## config.mk

```make
export PLATFORM = sky130hd
export DESIGN_NAME = fttt_queue
export DESIGN_NICKNAME = d
export VERILOG_FILES = /design/src/rtl/fttt_pkg.sv /design/src/rtl/fttt_queue.sv
export SDC_FILE = /design/constraint.sdc
export NUM_CORES = 1
export LEC_CHECK = 0
export ABC_AREA = 1
export BUFFER_PORTS_ARGS = -buffer_cell sky130_fd_sc_hd__buf_4
export CORE_AREA = 5 5 232 234
export DETAILED_ROUTE_END_ITERATION = 8
export DIE_AREA = 0 0 237 239
export GPL_TIMING_DRIVEN = 0
export PLACE_DENSITY = 0.78
export RECOVER_POWER = 100
export SETUP_SLACK_MARGIN = 0.02
export SLEW_MARGIN = 20
export SYNTH_ARGS = -nofsm -noshare
export SYNTH_HDL_FRONTEND = slang
export SYNTH_SLANG_ARGS = --single-unit
```

## constraint.sdc

```tcl
create_clock -name clk_i -period 12.8 [get_ports clk_i]
set_input_delay 1.92 -clock clk_i [delete_from_list [all_inputs] [get_ports clk_i]]
set_output_delay 1.92 -clock clk_i [all_outputs]
set_load 0.005 [all_outputs]
```

## src/rtl/fttt_pkg.sv

```systemverilog
// Shared types, constants and codes for the flow table TCP tracker.
`default_nettype none
package fttt_pkg;

  localparam int unsigned FlowEntriesDef = 256;

  // l4_kind codes
  localparam logic [1:0] L4_TCP = 2'd1;
  localparam logic [1:0] L4_UDP = 2'd2;
  // ip_version codes
  localparam logic [1:0] IPV_4 = 2'd1;
  localparam logic [1:0] IPV_6 = 2'd2;
  // quic_kind codes
  localparam logic [1:0] QK_LONG  = 2'd1;
  localparam logic [1:0] QK_SHORT = 2'd2;
  // app_label codes
  localparam logic [1:0] LBL_NONE  = 2'd0;
  localparam logic [1:0] LBL_QUIC  = 2'd1;
  localparam logic [1:0] LBL_PROT  = 2'd2;
  localparam logic [1:0] LBL_UDP   = 2'd3;
  // tcp_flags bits
  localparam int unsigned TF_FIN = 0;
  localparam int unsigned TF_SYN = 1;
  localparam int unsigned TF_RST = 2;
  localparam int unsigned TF_ACK = 4;
  // per-flow flag bits
  localparam int unsigned FF_SYN    = 0;
  localparam int unsigned FF_SYNACK = 1;
  localparam int unsigned FF_QUIC   = 2;

  localparam logic [31:0] CNT_MAX = 32'hFFFF_FFFF;

  typedef enum logic [1:0] {
    STAT_IGNORE = 2'd0,
    STAT_EXIST  = 2'd1,
    STAT_NEW    = 2'd2,
    STAT_FULL   = 2'd3
  } status_e;

  typedef enum logic [2:0] {
    CS_NONE        = 3'd0,
    CS_SYN_SENT    = 3'd1,
    CS_SYN_RCVD    = 3'd2,
    CS_ESTABLISHED = 3'd3,
    CS_FIN_WAIT    = 3'd4,
    CS_CLOSED      = 3'd5
  } conn_state_e;

  typedef enum logic [1:0] {
    OP_IGNORE = 2'd0,
    OP_CLEAR  = 2'd1,
    OP_PKT    = 2'd2
  } op_e;

  typedef enum logic [1:0] {
    BS_CLEAR = 2'd0,
    BS_IDLE  = 2'd1,
    BS_RD    = 2'd2,
    BS_CMP   = 2'd3
  } back_state_e;

  typedef struct packed {
    logic        cmd;
    logic [1:0]  l4_kind;
    logic [1:0]  ip_version;
    logic [63:0] src_addr_hi;
    logic [63:0] src_addr_lo;
    logic [63:0] dst_addr_hi;
    logic [63:0] dst_addr_lo;
    logic [15:0] src_l4_port;
    logic [15:0] dst_port;
    logic [4:0]  tcp_flags;
    logic [1:0]  quic_kind;
  } in_item_t;

  typedef struct packed {
    logic [1:0]  status;
    logic [31:0] stream_number;
    logic [2:0]  conn_state;
    logic [31:0] flow_packets;
    logic [1:0]  app_label;
  } out_item_t;

  // canonical flow key: meta is l4_kind, v6 flag, first port, second port
  typedef struct packed {
    logic [34:0] meta;
    logic [63:0] a_hi;
    logic [63:0] a_lo;
    logic [63:0] b_hi;
    logic [63:0] b_lo;
  } key_t;

  localparam int unsigned KeyW = $bits(key_t);

  typedef struct packed {
    op_e        op;
    key_t       key;
    logic [4:0] tcp_flags;
    logic [1:0] quic_kind;
  } qitem_t;

  typedef struct packed {
    logic        valid;
    key_t        key;
    logic [31:0] stream;
    logic [31:0] pkts;
    logic [2:0]  cstate;
    logic [2:0]  flags;
  } ent_t;

  // queue handshake between front and back
  typedef struct packed {
    logic push;
    logic pop;
    logic full;
    logic empty;
  } qctl_t;

endpackage
`default_nettype wire

```

## src/rtl/fttt_queue.sv

```systemverilog
// Two-entry queue between the front end and the table engine.
`default_nettype none
module fttt_queue (
  input  logic             clk_i,
  input  logic             rst_ni,
  input  fttt_pkg::qitem_t wdata_i,
  output fttt_pkg::qitem_t rdata_o,
  input  fttt_pkg::qctl_t  ctl_i,
  output fttt_pkg::qctl_t  stat_o
);
  import fttt_pkg::*;

  qitem_t     mem_q [2];
  logic       wp_q, rp_q;
  logic [1:0] cnt_q;

  always_ff @(posedge clk_i or negedge rst_ni) begin
    if (!rst_ni) begin
      wp_q  <= 1'b0;
      rp_q  <= 1'b0;
      cnt_q <= 2'd0;
    end else begin
      if (ctl_i.push) wp_q <= ~wp_q;
      if (ctl_i.pop)  rp_q <= ~rp_q;
      cnt_q <= cnt_q + {1'b0, ctl_i.push} - {1'b0, ctl_i.pop};
    end
  end

  always_ff @(posedge clk_i) begin
    if (ctl_i.push) mem_q[wp_q] <= wdata_i;
  end

  assign rdata_o      = mem_q[rp_q];
  assign stat_o.full  = cnt_q == 2'd2;
  assign stat_o.empty = cnt_q == 2'd0;
  assign stat_o.push  = ctl_i.push;
  assign stat_o.pop   = ctl_i.pop;

endmodule
`default_nettype wire

```

==> run summary <==
outcome = finished with violations
failing checks = capacitance limit, slew limit
routability congestion estimate = 0.907
layout net count = 2586
Syn Nets = 1902
fin area = 29200 um2
residual DRC count = 0
CTS clk-pin slew, worst paths = 60 ps
I/O pin cnt = 610
Hold Crit Class = flip-flop to flip-flop
largest net degree at the start of global routing = 90
Worst Setup SP = ctl_i[3]
port buffer count = 607
synthesized area per cell = 14.2 um2
Final Skew = 18.0 ps
Die ar. = 56600 um2
post-synthesis async set-or-reset flop share = 0.662%
r2r startpoint = wp_q
Max Transition Viols Final = 299
FF+latch area = 18100 um2
Max IR drop VDD = 146 uV
top-count cell post-synth = edfxtp_1
H-Tree Depth = 2
Clock Sinks = 604
DR vias/cell = 4.80
Routed Antenna Nets = 0
RSZ-0062 raised after global routing = no
leading area contributor after synthesis = edfxtp_1
wire length per cell = 20.4 um
cts bufs inserted = 58
Worst Path Arrival = 8100 ps
Multi-input gate area = 2710 um2
worst hold start = wp_q
overall via count from detail_route = 14500
height of the die = 239 um
layout overhead on the synthesized area = 29.2%
Max Fanout on Critical Path = 89
Post-synth EDFFs = 600
Placed Area = 28400 um2
P_leak = 11.9 nW
root buf cell = clkbuf_16
Seq cells post-synth = 604
clock buffer depth = 3
detailed-route wire length = 61.6 mm
area of the mapped netlist = 22600 um2
Power Total = 6.42 mW
core area = 51800 um2
TritonCTS clock tree = built
Tmin final = 7880 ps
Layout fillers = 4167
Setup Buffers After CTS = 0
Cell variety after synth = 14
max_slew headroom = -246%
fin crit share = 61.6%
Initial DRC Count = 867
P per Cell Area = 220 nW/um2
setup_tns = 0 ps
Die W = 237 um
slew of the pin with the lowest slew margin = 5180 ps
Post-DP HPWL = 46.0 mm
cell count after synthesis = 1594
share of the synthesized area in the top cell type = 79.8%
Main synth FF type = edfxtp_1
final setup violation count = 0
dominant cells by area after synthesis = edfxtp_1 (80%), inv_1 (5.1%), nand2_1 (5.1%)
Hold WS = 494 ps
Commonest cells post-synth = edfxtp_1 (600), inv_1 (307), nand2_1 (306)
required time of the critical path = 13020 ps
Placed Instances = 2906
CP Launch Type = input pin
row cnt = 84
share of cells above drive strength 1 = 25.2%
CP Capture Type = flip-flop
sequential-to-total area share from yosys stat = 80.2%
WS Path Type = input pin to flip-flop
Max Clock Freq = 127 MHz
Yosys warnings = 0
Hold Buf Count CTS = 0
Global Route Usage Sum = 20.9%
GRT Residual Overflow = 0
drt pass-1 iters = 6
Starting Density = 43.6%
Final Hold Vio Count = 0
Max-Cap Viols = 6
Final Non-Filler Cells = 3019
Resized cells post-CTS = 0
first-pass GRT wire length = 89.2 mm
number of global-route vias before repair = 14800
antenna violations before repair = 19
Clock Latency Late Sink = 590 ps
-- logic make-up (layout without fill, tap and decap cells) --
group                      Yosys count  in the layout  synth area share [%]
other                                0             10                     0
buffers and inverters              376           1103                  7.79
DFF                                604            604                  80.2
AOI/OAI and AO/OA                  300            300                  6.65
xor gates and xnor gates             2              2                0.0776
and+or+nand+nor                    310            310                  5.16
adders and majority gates            2              2                 0.111
-- registers in the layout (all words and copies together), names as in the netlist --
signal  cells
mem_q     600
rp_q        1
wp_q        1
cnt_q       2
-- layout make-up --
class                           count  share of cell area (%)
Clock inverter                     32                   0.819
Clock buffer                       71                    5.21
Multi-Input combinational cell    614                    9.28
Inverter                          307                    3.95
Sequential cell                   604                    62.1
Tap cell                          688                    2.95
Buffer                             69                    1.45
Antenna cell                       10                  0.0857
Timing Repair Buffer              624                    14.2
-- worst max-delay path, cell delays in order --
cell and delay (ps):
clkbuf_1 230, nand2_1 110, clkinvlp_2 1670, clkbuf_1 3720, buf_16 340
-- worst paths after layout --
| path | endpoint | slack [ps] | depth (start not counted) |
|---|---|---|---|
| max | mem_q[1][105] | 4920 | 5 |
| min | wp_q | 490 | 1 |
| max reg2reg | mem_q[1][105] | 6140 | 4 |
| min reg2reg | wp_q | 490 | 1 |
| max in group asynchronous | rp_q | 11440 | 1 |
| min in group asynchronous | cnt_q[1] | 1160 | 1 |
-- placed cells by master (no fill, tap or decap), types with 3 or more instances in the layout --
cell type | Yosys | layout
buf_4 | 18 | 241
clkinv_1 | 0 | 13
o21ai_1 | 151 | 18
inv_1 | 307 | 306
bufinv_16 | 0 | 3
clkbuf_16 | 0 | 59
inv_6 | 0 | 3
clkbuf_4 | 0 | 243
nor2_1 | 3 | 3
nand2_1 | 306 | 306
dfrtp_1 | 4 | 4
buf_2 | 15 | 6
edfxtp_1 | 600 | 600
clkinv_2 | 0 | 10
o21ai_0 | 149 | 282
buf_6 | 35 | 15
diode_2 | 0 | 10
clkbuf_1 | 1 | 199
-- routing by layer --
layer	vias to the layer above	global-route usage, %	wire length (um)
li1	6776	-	-
met1	6950	21.7	20200
met2	636	37.7	32100
met3	118	8.70	7120
met4	6	8.15	2150
met5	-	0	34
-- power by group --
| group | switching [mW] | internal [mW] |
|---|---|---|
| clock network | 0.693 | 0.901 |
| logic | 1.27 | 0.814 |
| registers | 0.0841 | 2.65 |
| total | 2.05 | 4.36 |
-- per-stage QoR --
stage               setup slack [ps]  util (%)
floorplan                       2590         -
global placement               -1690      54.1
detailed placement              8570      54.9
CTS                             8410      58.3
global route                    4400      56.3
finish                          4920      56.3
No activity file was read; power rests on OpenSTA's default activity.
