`src/rtl/fttt_pkg.sv`:
```
// Shared types, constants and codes for the flow table TCP tracker.
`default_nettype none
package fttt_pkg;

  localparam int unsigned FlowEntriesDef = 256;

  // l4_kind codes
  localparam logic [1:0] L4_TCP = 2'd1;
  localparam logic [1:0] L4_UDP = 2'd2;
  // ip_version codes
  localparam logic [1:0] IPV_4 = 2'd1;
  localparam logic [1:0] IPV_6 = 2'd2;
  // quic_kind codes
  localparam logic [1:0] QK_LONG  = 2'd1;
  localparam logic [1:0] QK_SHORT = 2'd2;
  // app_label codes
  localparam logic [1:0] LBL_NONE  = 2'd0;
  localparam logic [1:0] LBL_QUIC  = 2'd1;
  localparam logic [1:0] LBL_PROT  = 2'd2;
  localparam logic [1:0] LBL_UDP   = 2'd3;
  // tcp_flags bits
  localparam int unsigned TF_FIN = 0;
  localparam int unsigned TF_SYN = 1;
  localparam int unsigned TF_RST = 2;
  localparam int unsigned TF_ACK = 4;
  // per-flow flag bits
  localparam int unsigned FF_SYN    = 0;
  localparam int unsigned FF_SYNACK = 1;
  localparam int unsigned FF_QUIC   = 2;

  localparam logic [31:0] CNT_MAX = 32'hFFFF_FFFF;

  typedef enum logic [1:0] {
    STAT_IGNORE = 2'd0,
    STAT_EXIST  = 2'd1,
    STAT_NEW    = 2'd2,
    STAT_FULL   = 2'd3
  } status_e;

  typedef enum logic [2:0] {
    CS_NONE        = 3'd0,
    CS_SYN_SENT    = 3'd1,
    CS_SYN_RCVD    = 3'd2,
    CS_ESTABLISHED = 3'd3,
    CS_FIN_WAIT    = 3'd4,
    CS_CLOSED      = 3'd5
  } conn_state_e;

  typedef enum logic [1:0] {
    OP_IGNORE = 2'd0,
    OP_CLEAR  = 2'd1,
    OP_PKT    = 2'd2
  } op_e;

  typedef enum logic [1:0] {
    BS_CLEAR = 2'd0,
    BS_IDLE  = 2'd1,
    BS_RD    = 2'd2,
    BS_CMP   = 2'd3
  } back_state_e;

  typedef struct packed {
    logic        cmd;
    logic [1:0]  l4_kind;
    logic [1:0]  ip_version;
    logic [63:0] src_addr_hi;
    logic [63:0] src_addr_lo;
    logic [63:0] dst_addr_hi;
    logic [63:0] dst_addr_lo;
    logic [15:0] src_l4_port;
    logic [15:0] dst_port;
    logic [4:0]  tcp_flags;
    logic [1:0]  quic_kind;
  } in_item_t;

  typedef struct packed {
    logic [1:0]  status;
    logic [31:0] stream_number;
    logic [2:0]  conn_state;
    logic [31:0] flow_packets;
    logic [1:0]  app_label;
  } out_item_t;

  // canonical flow key: meta is l4_kind, v6 flag, first port, second port
  typedef struct packed {
    logic [34:0] meta;
    logic [63:0] a_hi;
    logic [63:0] a_lo;
    logic [63:0] b_hi;
    logic [63:0] b_lo;
  } key_t;

  localparam int unsigned KeyW = $bits(key_t);

  typedef struct packed {
    op_e        op;
    key_t       key;
    logic [4:0] tcp_flags;
    logic [1:0] quic_kind;
  } qitem_t;

  typedef struct packed {
    logic        valid;
    key_t        key;
    logic [31:0] stream;
    logic [31:0] pkts;
    logic [2:0]  cstate;
    logic [2:0]  flags;
  } ent_t;

  // queue handshake between front and back
  typedef struct packed {
    logic push;
    logic pop;
    logic full;
    logic empty;
  } qctl_t;

endpackage
`default_nettype wire

```
`src/rtl/fttt_front.sv`:
```
// Front end: classifies the command and builds the canonical flow key.
`default_nettype none
module fttt_front (
  input  fttt_pkg::in_item_t in_item_i,
  output fttt_pkg::qitem_t   qitem_o
);
  import fttt_pkg::*;

  logic [63:0] a_hi, a_lo, b_hi, b_lo;
  logic [15:0] p1, p2;
  logic        v6, swap, canon;

  function automatic logic [63:0] v4_word(input logic [63:0] a);
    v4_word = {a[7:0], a[15:8], a[23:16], a[31:24], 32'd0};
  endfunction

  always_comb begin
    a_hi = '0;
    a_lo = '0;
    b_hi = '0;
    b_lo = '0;
    v6   = 1'b0;
    canon = 1'b0;
    if (in_item_i.ip_version == IPV_4) begin
      a_hi = v4_word(in_item_i.src_addr_lo);
      b_hi = v4_word(in_item_i.dst_addr_lo);
      canon = 1'b1;
    end else if (in_item_i.ip_version == IPV_6) begin
      a_hi = in_item_i.src_addr_hi;
      a_lo = in_item_i.src_addr_lo;
      b_hi = in_item_i.dst_addr_hi;
      b_lo = in_item_i.dst_addr_lo;
      v6 = 1'b1;
      canon = 1'b1;
    end
    swap = canon &&
           ({a_hi, a_lo, in_item_i.src_l4_port} > {b_hi, b_lo, in_item_i.dst_port});
    p1 = swap ? in_item_i.dst_port : in_item_i.src_l4_port;
    p2 = swap ? in_item_i.src_l4_port : in_item_i.dst_port;

    qitem_o.key.meta = {in_item_i.l4_kind, v6, p1, p2};
    qitem_o.key.a_hi = swap ? b_hi : a_hi;
    qitem_o.key.a_lo = swap ? b_lo : a_lo;
    qitem_o.key.b_hi = swap ? a_hi : b_hi;
    qitem_o.key.b_lo = swap ? a_lo : b_lo;
    qitem_o.tcp_flags = in_item_i.tcp_flags;
    qitem_o.quic_kind = in_item_i.quic_kind;
    if (in_item_i.cmd) begin
      qitem_o.op = OP_CLEAR;
    end else if (in_item_i.l4_kind == L4_TCP || in_item_i.l4_kind == L4_UDP) begin
      qitem_o.op = OP_PKT;
    end else begin
      qitem_o.op = OP_IGNORE;
    end
  end

endmodule
`default_nettype wire

```
`config.mk`:
```
export PLATFORM = sky130hd
export DESIGN_NAME = fttt_front
export DESIGN_NICKNAME = d
export VERILOG_FILES = /design/src/rtl/fttt_pkg.sv /design/src/rtl/fttt_front.sv
export SDC_FILE = /design/constraint.sdc
export NUM_CORES = 1
export LEC_CHECK = 0
export BUFFER_PORTS_ARGS = -buffer_cell sky130_fd_sc_hd__buf_2
export CORE_AREA = 2 2 232 234
export DETAILED_ROUTE_END_ITERATION = 8
export DIE_AREA = 0 0 234 236
export PLACE_DENSITY = 0.52
export SLEW_MARGIN = 5
export SYNTH_ARGS = -nofsm -noshare
export SYNTH_HDL_FRONTEND = slang
export SYNTH_SLANG_ARGS = --single-unit
```
`constraint.sdc`:
```
create_clock -name vclk -period 4.74
set_clock_uncertainty 0.2 [all_clocks]
set_input_delay 0.474 -clock vclk [all_inputs]
set_output_delay 0.474 -clock vclk [all_outputs]
set_load 0.05 [all_outputs]
```
==> qor.log <==
INFO  timing         hold_violations=0
INFO  worst_hold_path min_from=in_item_i[1]
INFO  timing         setup_viol=288
INFO  synth          ys_types=38
INFO  power_and_ir_drop power.switching=1850uW
INFO  placement      port_buffers=586
INFO  cells_and_area total_non_filler_cell_area_in_the_finished_layout=19,300um2
INFO  synth          synth_warn=0
INFO  synth          syn_nets=1,601
INFO  route          remaining_design_rule_violation_count=0
INFO  timing         final-max-slew-violation-count=0
INFO  route          detailedRoute.firstPassIterationCount=5
INFO  die            die-height=236um
INFO  synth          synth-seq-area-share=0
INFO  power_and_ir_drop p_clk_frac=0
INFO  placement      dpl.hpwl=39.3mm
INFO  power_and_ir_drop sequential_power_share=0
INFO  worst_setup_path critical_setup_path_kind=in2out
INFO  route          postRouteWirelength=51.3mm
INFO  power_and_ir_drop switching_share=0.551
INFO  worst_setup_path critPathMaxFanout=8
INFO  cells_and_area regArea=0um2
INFO  cells_and_area finalNetCount=2,507
INFO  synth          netlist_top_cells_area=sky130_fd_sc_hd__mux2i_1 (31%), sky130_fd_sc_hd__ha_1 (22%), sky130_fd_sc_hd__nand2_1 (10%)
INFO  route          detailroute.wirelength.met2=26.4mm
INFO  global_route   grt_start_max_net_pins=30
INFO  worst_setup_path cp_data_arrival_time=4.57ns
INFO  die            io_pins=600
INFO  route          wl_per_cell=18.6um
INFO  synth          synth.cell_area=8370um2
INFO  cells_and_area seq_cell_count=0
INFO  timing         post-route-worst-setup-slack=-0.503ns
INFO  job            number_of_max_cap_violations=0
INFO  synth          postSynthCellCount=1,153
INFO  cells_and_area clkbuf_count=0
INFO  global_route   global_routing_usage_summed_across_all_routing_layers=0.159
INFO  global_route   number_of_global_route_vias_before_repair=12,162
INFO  cells_and_area layout_area_growth_over_synthesis=131%
INFO  worst_hold_path worst_hold_depth=0
INFO  power_and_ir_drop p_leak=0.0106uW
INFO  die            die_area=55,200um2
INFO  route          route.vias.total=12,256
INFO  run_status     status=finished, violations left
INFO  route          met3_wire_length=2.35mm
INFO  route          drt_iter0_drc=476
INFO  worst_setup_path startpoint_type=primary input
INFO  route          highest-signal-layer=met4
INFO  power_and_ir_drop post-layout-total-power=3360uW
INFO  cells_and_area final.fill_count=5,340
INFO  die            start_util=0.158
INFO  power_and_ir_drop p_int=1510uW
INFO  die            die_w=234um
INFO  route          antenna_violating_nets_post_route=0
INFO  clock_tree     ctsHoldBuffers=0
INFO  timing         grt_setup_unrepaired=true
INFO  timing         slew_headroom=0.621
INFO  placement      post-place-cells=2,696
INFO  timing         holdWs=0.748ns
INFO  global_route   antenna_violations_before_repair=0
INFO  power_and_ir_drop worst_ir_drop_vdd=96.3uV
INFO  cells_and_area antennaDiodeCount=0
INFO  power_and_ir_drop power.density=174nW/um2
INFO  worst_hold_path holdCritPathClass=in2out
INFO  worst_setup_path cp-end-kind=primary output
INFO  cells_and_area layout-drive-gt1-share=0.611
INFO  synth          synth_largest_type_area_fraction=0.306
INFO  synth          postSynthAreaPerCell=7.26um2
INFO  cells_and_area fin_cells=2,753
INFO  placement      placed_cell_area=15,200um2
INFO  worst_setup_path critPathRequiredTime=4.07ns
INFO  cells_and_area final_util=0.364
INFO  route          routed_via_density=4.45
INFO  run_status     violations=setup timing
INFO  timing         timing.fmax=191MHz
INFO  die            core.rowCount=85
INFO  power_and_ir_drop share_comb_of_total_power=1.000
INFO  global_route   global_route_wire_length_before_repair=68.7mm
INFO  timing         min_period=5.24ns
INFO  timing         max_slew.worst_pin.slew=0.564ns
INFO  worst_hold_path worstHoldEndpoint=qitem_o[1]
INFO  route          wl_met1=21.1mm
INFO  synth          synth_area_leader_cell=sky130_fd_sc_hd__mux2i_1
INFO  global_route   overflow=0
INFO  die            area_inside_the_core_boundary=53,100um2
INFO  placement      finalWeightedCongestion=0.973
INFO  timing         fin_crit_sh=1.11
[synth_stat cells, types with 11 or more instances]
master                     number
sky130_fd_sc_hd__mux2_2        32
sky130_fd_sc_hd__ha_1         148
sky130_fd_sc_hd__a22oi_1       64
sky130_fd_sc_hd__a21oi_1       57
sky130_fd_sc_hd__nand4_1       26
sky130_fd_sc_hd__buf_6         26
sky130_fd_sc_hd__mux2i_1      256
sky130_fd_sc_hd__clkbuf_1      32
sky130_fd_sc_hd__o21ai_0       24
sky130_fd_sc_hd__nand2_1      229
sky130_fd_sc_hd__inv_1        148
sky130_fd_sc_hd__nand3_1       13
sky130_fd_sc_hd__buf_4         14
sky130_fd_sc_hd__a21o_1        11
[cell families (layout without fill, tap and decap cells)]
family,Yosys count,in the layout,synth area share
compound gates,180,180,0.138
buf+inv,227,1131,0.132
xor+xnor,1,1,0.00105
fa+ha+maj,148,148,0.221
simple gates,309,309,0.158
mux,288,288,0.349
[layout make-up]
| class | count | area, um2 | area share |
|---|---|---|---|
| inverters | 148 | 563 | 0.0291 |
| multi-input cells | 926 | 9360 | 0.484 |
| well taps | 696 | 871 | 0.0451 |
| repair buffers | 983 | 8530 | 0.442 |
[worst max-delay path by stage]
stage / startpoint / slack [ns] / cells after the start / end
2_1_floorplan: in_item_i[295] / -0.40 / 20 / qitem_o[100]
3_3_place_gp: in_item_i[295] / -0.92 / 23 / qitem_o[69]
3_5_place_dp: in_item_i[295] / -0.93 / 23 / qitem_o[69]
4_1_cts: in_item_i[295] / -0.54 / 25 / qitem_o[178]
5_1_grt: in_item_i[295] / -0.67 / 24 / qitem_o[229]
6_report: in_item_i[295] / -0.50 / 23 / qitem_o[213]
[per-stage QoR]
step / setup WS [ns] / TNS [ns]
global placement: -0.922 / -207.97
detailed placement: -0.926 / -226.60
global route: -0.669 / -153.37
floorplan: -0.397 / -84.90
finish: -0.503 / -113.36
CTS: -0.544 / -125.25
[repair_timing]
item                       CTS  global route
pin swaps                   16            34
buffers inserted            22            10
resized for setup          284           653
setup endpoints to repair  288           288
cloned                      12            18
[power by group through the flow]
| stage | Clock, uW | Combinational, uW | Sequential, uW |
|---|---|---|---|
| after CTS | 0 | 2850 | 0 |
| after global placement | 0 | 2530 | 0 |
| after floorplan | 0 | 1700 | 0 |
| after detailed placement | 0 | 2550 | 0 |
| final | 0 | 3360 | 0 |
| after global routing | 0 | 3510 | 0 |
[placed cells by master (no fill, tap or decap), types with 18 or more instances in the layout]
master / synthesis / routed
sky130_fd_sc_hd__inv_1: 148 / 139
sky130_fd_sc_hd__mux2i_1: 256 / 148
sky130_fd_sc_hd__buf_2: 3 / 299
sky130_fd_sc_hd__ha_4: 0 / 29
sky130_fd_sc_hd__a22oi_2: 0 / 27
sky130_fd_sc_hd__mux2i_2: 0 / 18
sky130_fd_sc_hd__nand4_1: 26 / 26
sky130_fd_sc_hd__ha_1: 148 / 119
sky130_fd_sc_hd__buf_16: 0 / 19
sky130_fd_sc_hd__a21oi_1: 57 / 55
sky130_fd_sc_hd__nand2_2: 0 / 22
sky130_fd_sc_hd__buf_12: 0 / 54
sky130_fd_sc_hd__a22oi_1: 64 / 37
sky130_fd_sc_hd__mux2i_4: 0 / 90
sky130_fd_sc_hd__buf_4: 14 / 448
sky130_fd_sc_hd__mux2_2: 32 / 31
sky130_fd_sc_hd__nand2_1: 229 / 195
sky130_fd_sc_hd__buf_6: 26 / 138
[critical path, cell delays in order]
cell and delay [ns]:
sky130_fd_sc_hd__buf_8 0.09, sky130_fd_sc_hd__inv_6 0.03, sky130_fd_sc_hd__ha_4 0.15, sky130_fd_sc_hd__buf_4 0.12
sky130_fd_sc_hd__nor2b_4 0.13, sky130_fd_sc_hd__buf_12 0.14, sky130_fd_sc_hd__buf_12 0.15, sky130_fd_sc_hd__buf_12 0.15
sky130_fd_sc_hd__nand2_4 0.09, sky130_fd_sc_hd__inv_2 0.05, sky130_fd_sc_hd__ha_4 0.26, sky130_fd_sc_hd__nand4_1 0.14
sky130_fd_sc_hd__or4_4 0.59, sky130_fd_sc_hd__or4_4 0.54, sky130_fd_sc_hd__a211oi_2 0.14, sky130_fd_sc_hd__nand3b_1 0.18
sky130_fd_sc_hd__o21ai_4 0.08, sky130_fd_sc_hd__buf_6 0.16, sky130_fd_sc_hd__buf_12 0.15, sky130_fd_sc_hd__clkbuf_16 0.17
sky130_fd_sc_hd__clkbuf_16 0.17, sky130_fd_sc_hd__mux2i_1 0.16, sky130_fd_sc_hd__buf_4 0.22
[metal layers]
layer | vias to the layer above | track usage
met3 | 73 | 0.0103
met5 | - | 0
met1 | 5797 | 0.198
li1 | 5941 | -
met4 | 0 | 0.0353
met2 | 445 | 0.294
(Power assumes the default switching activity.)
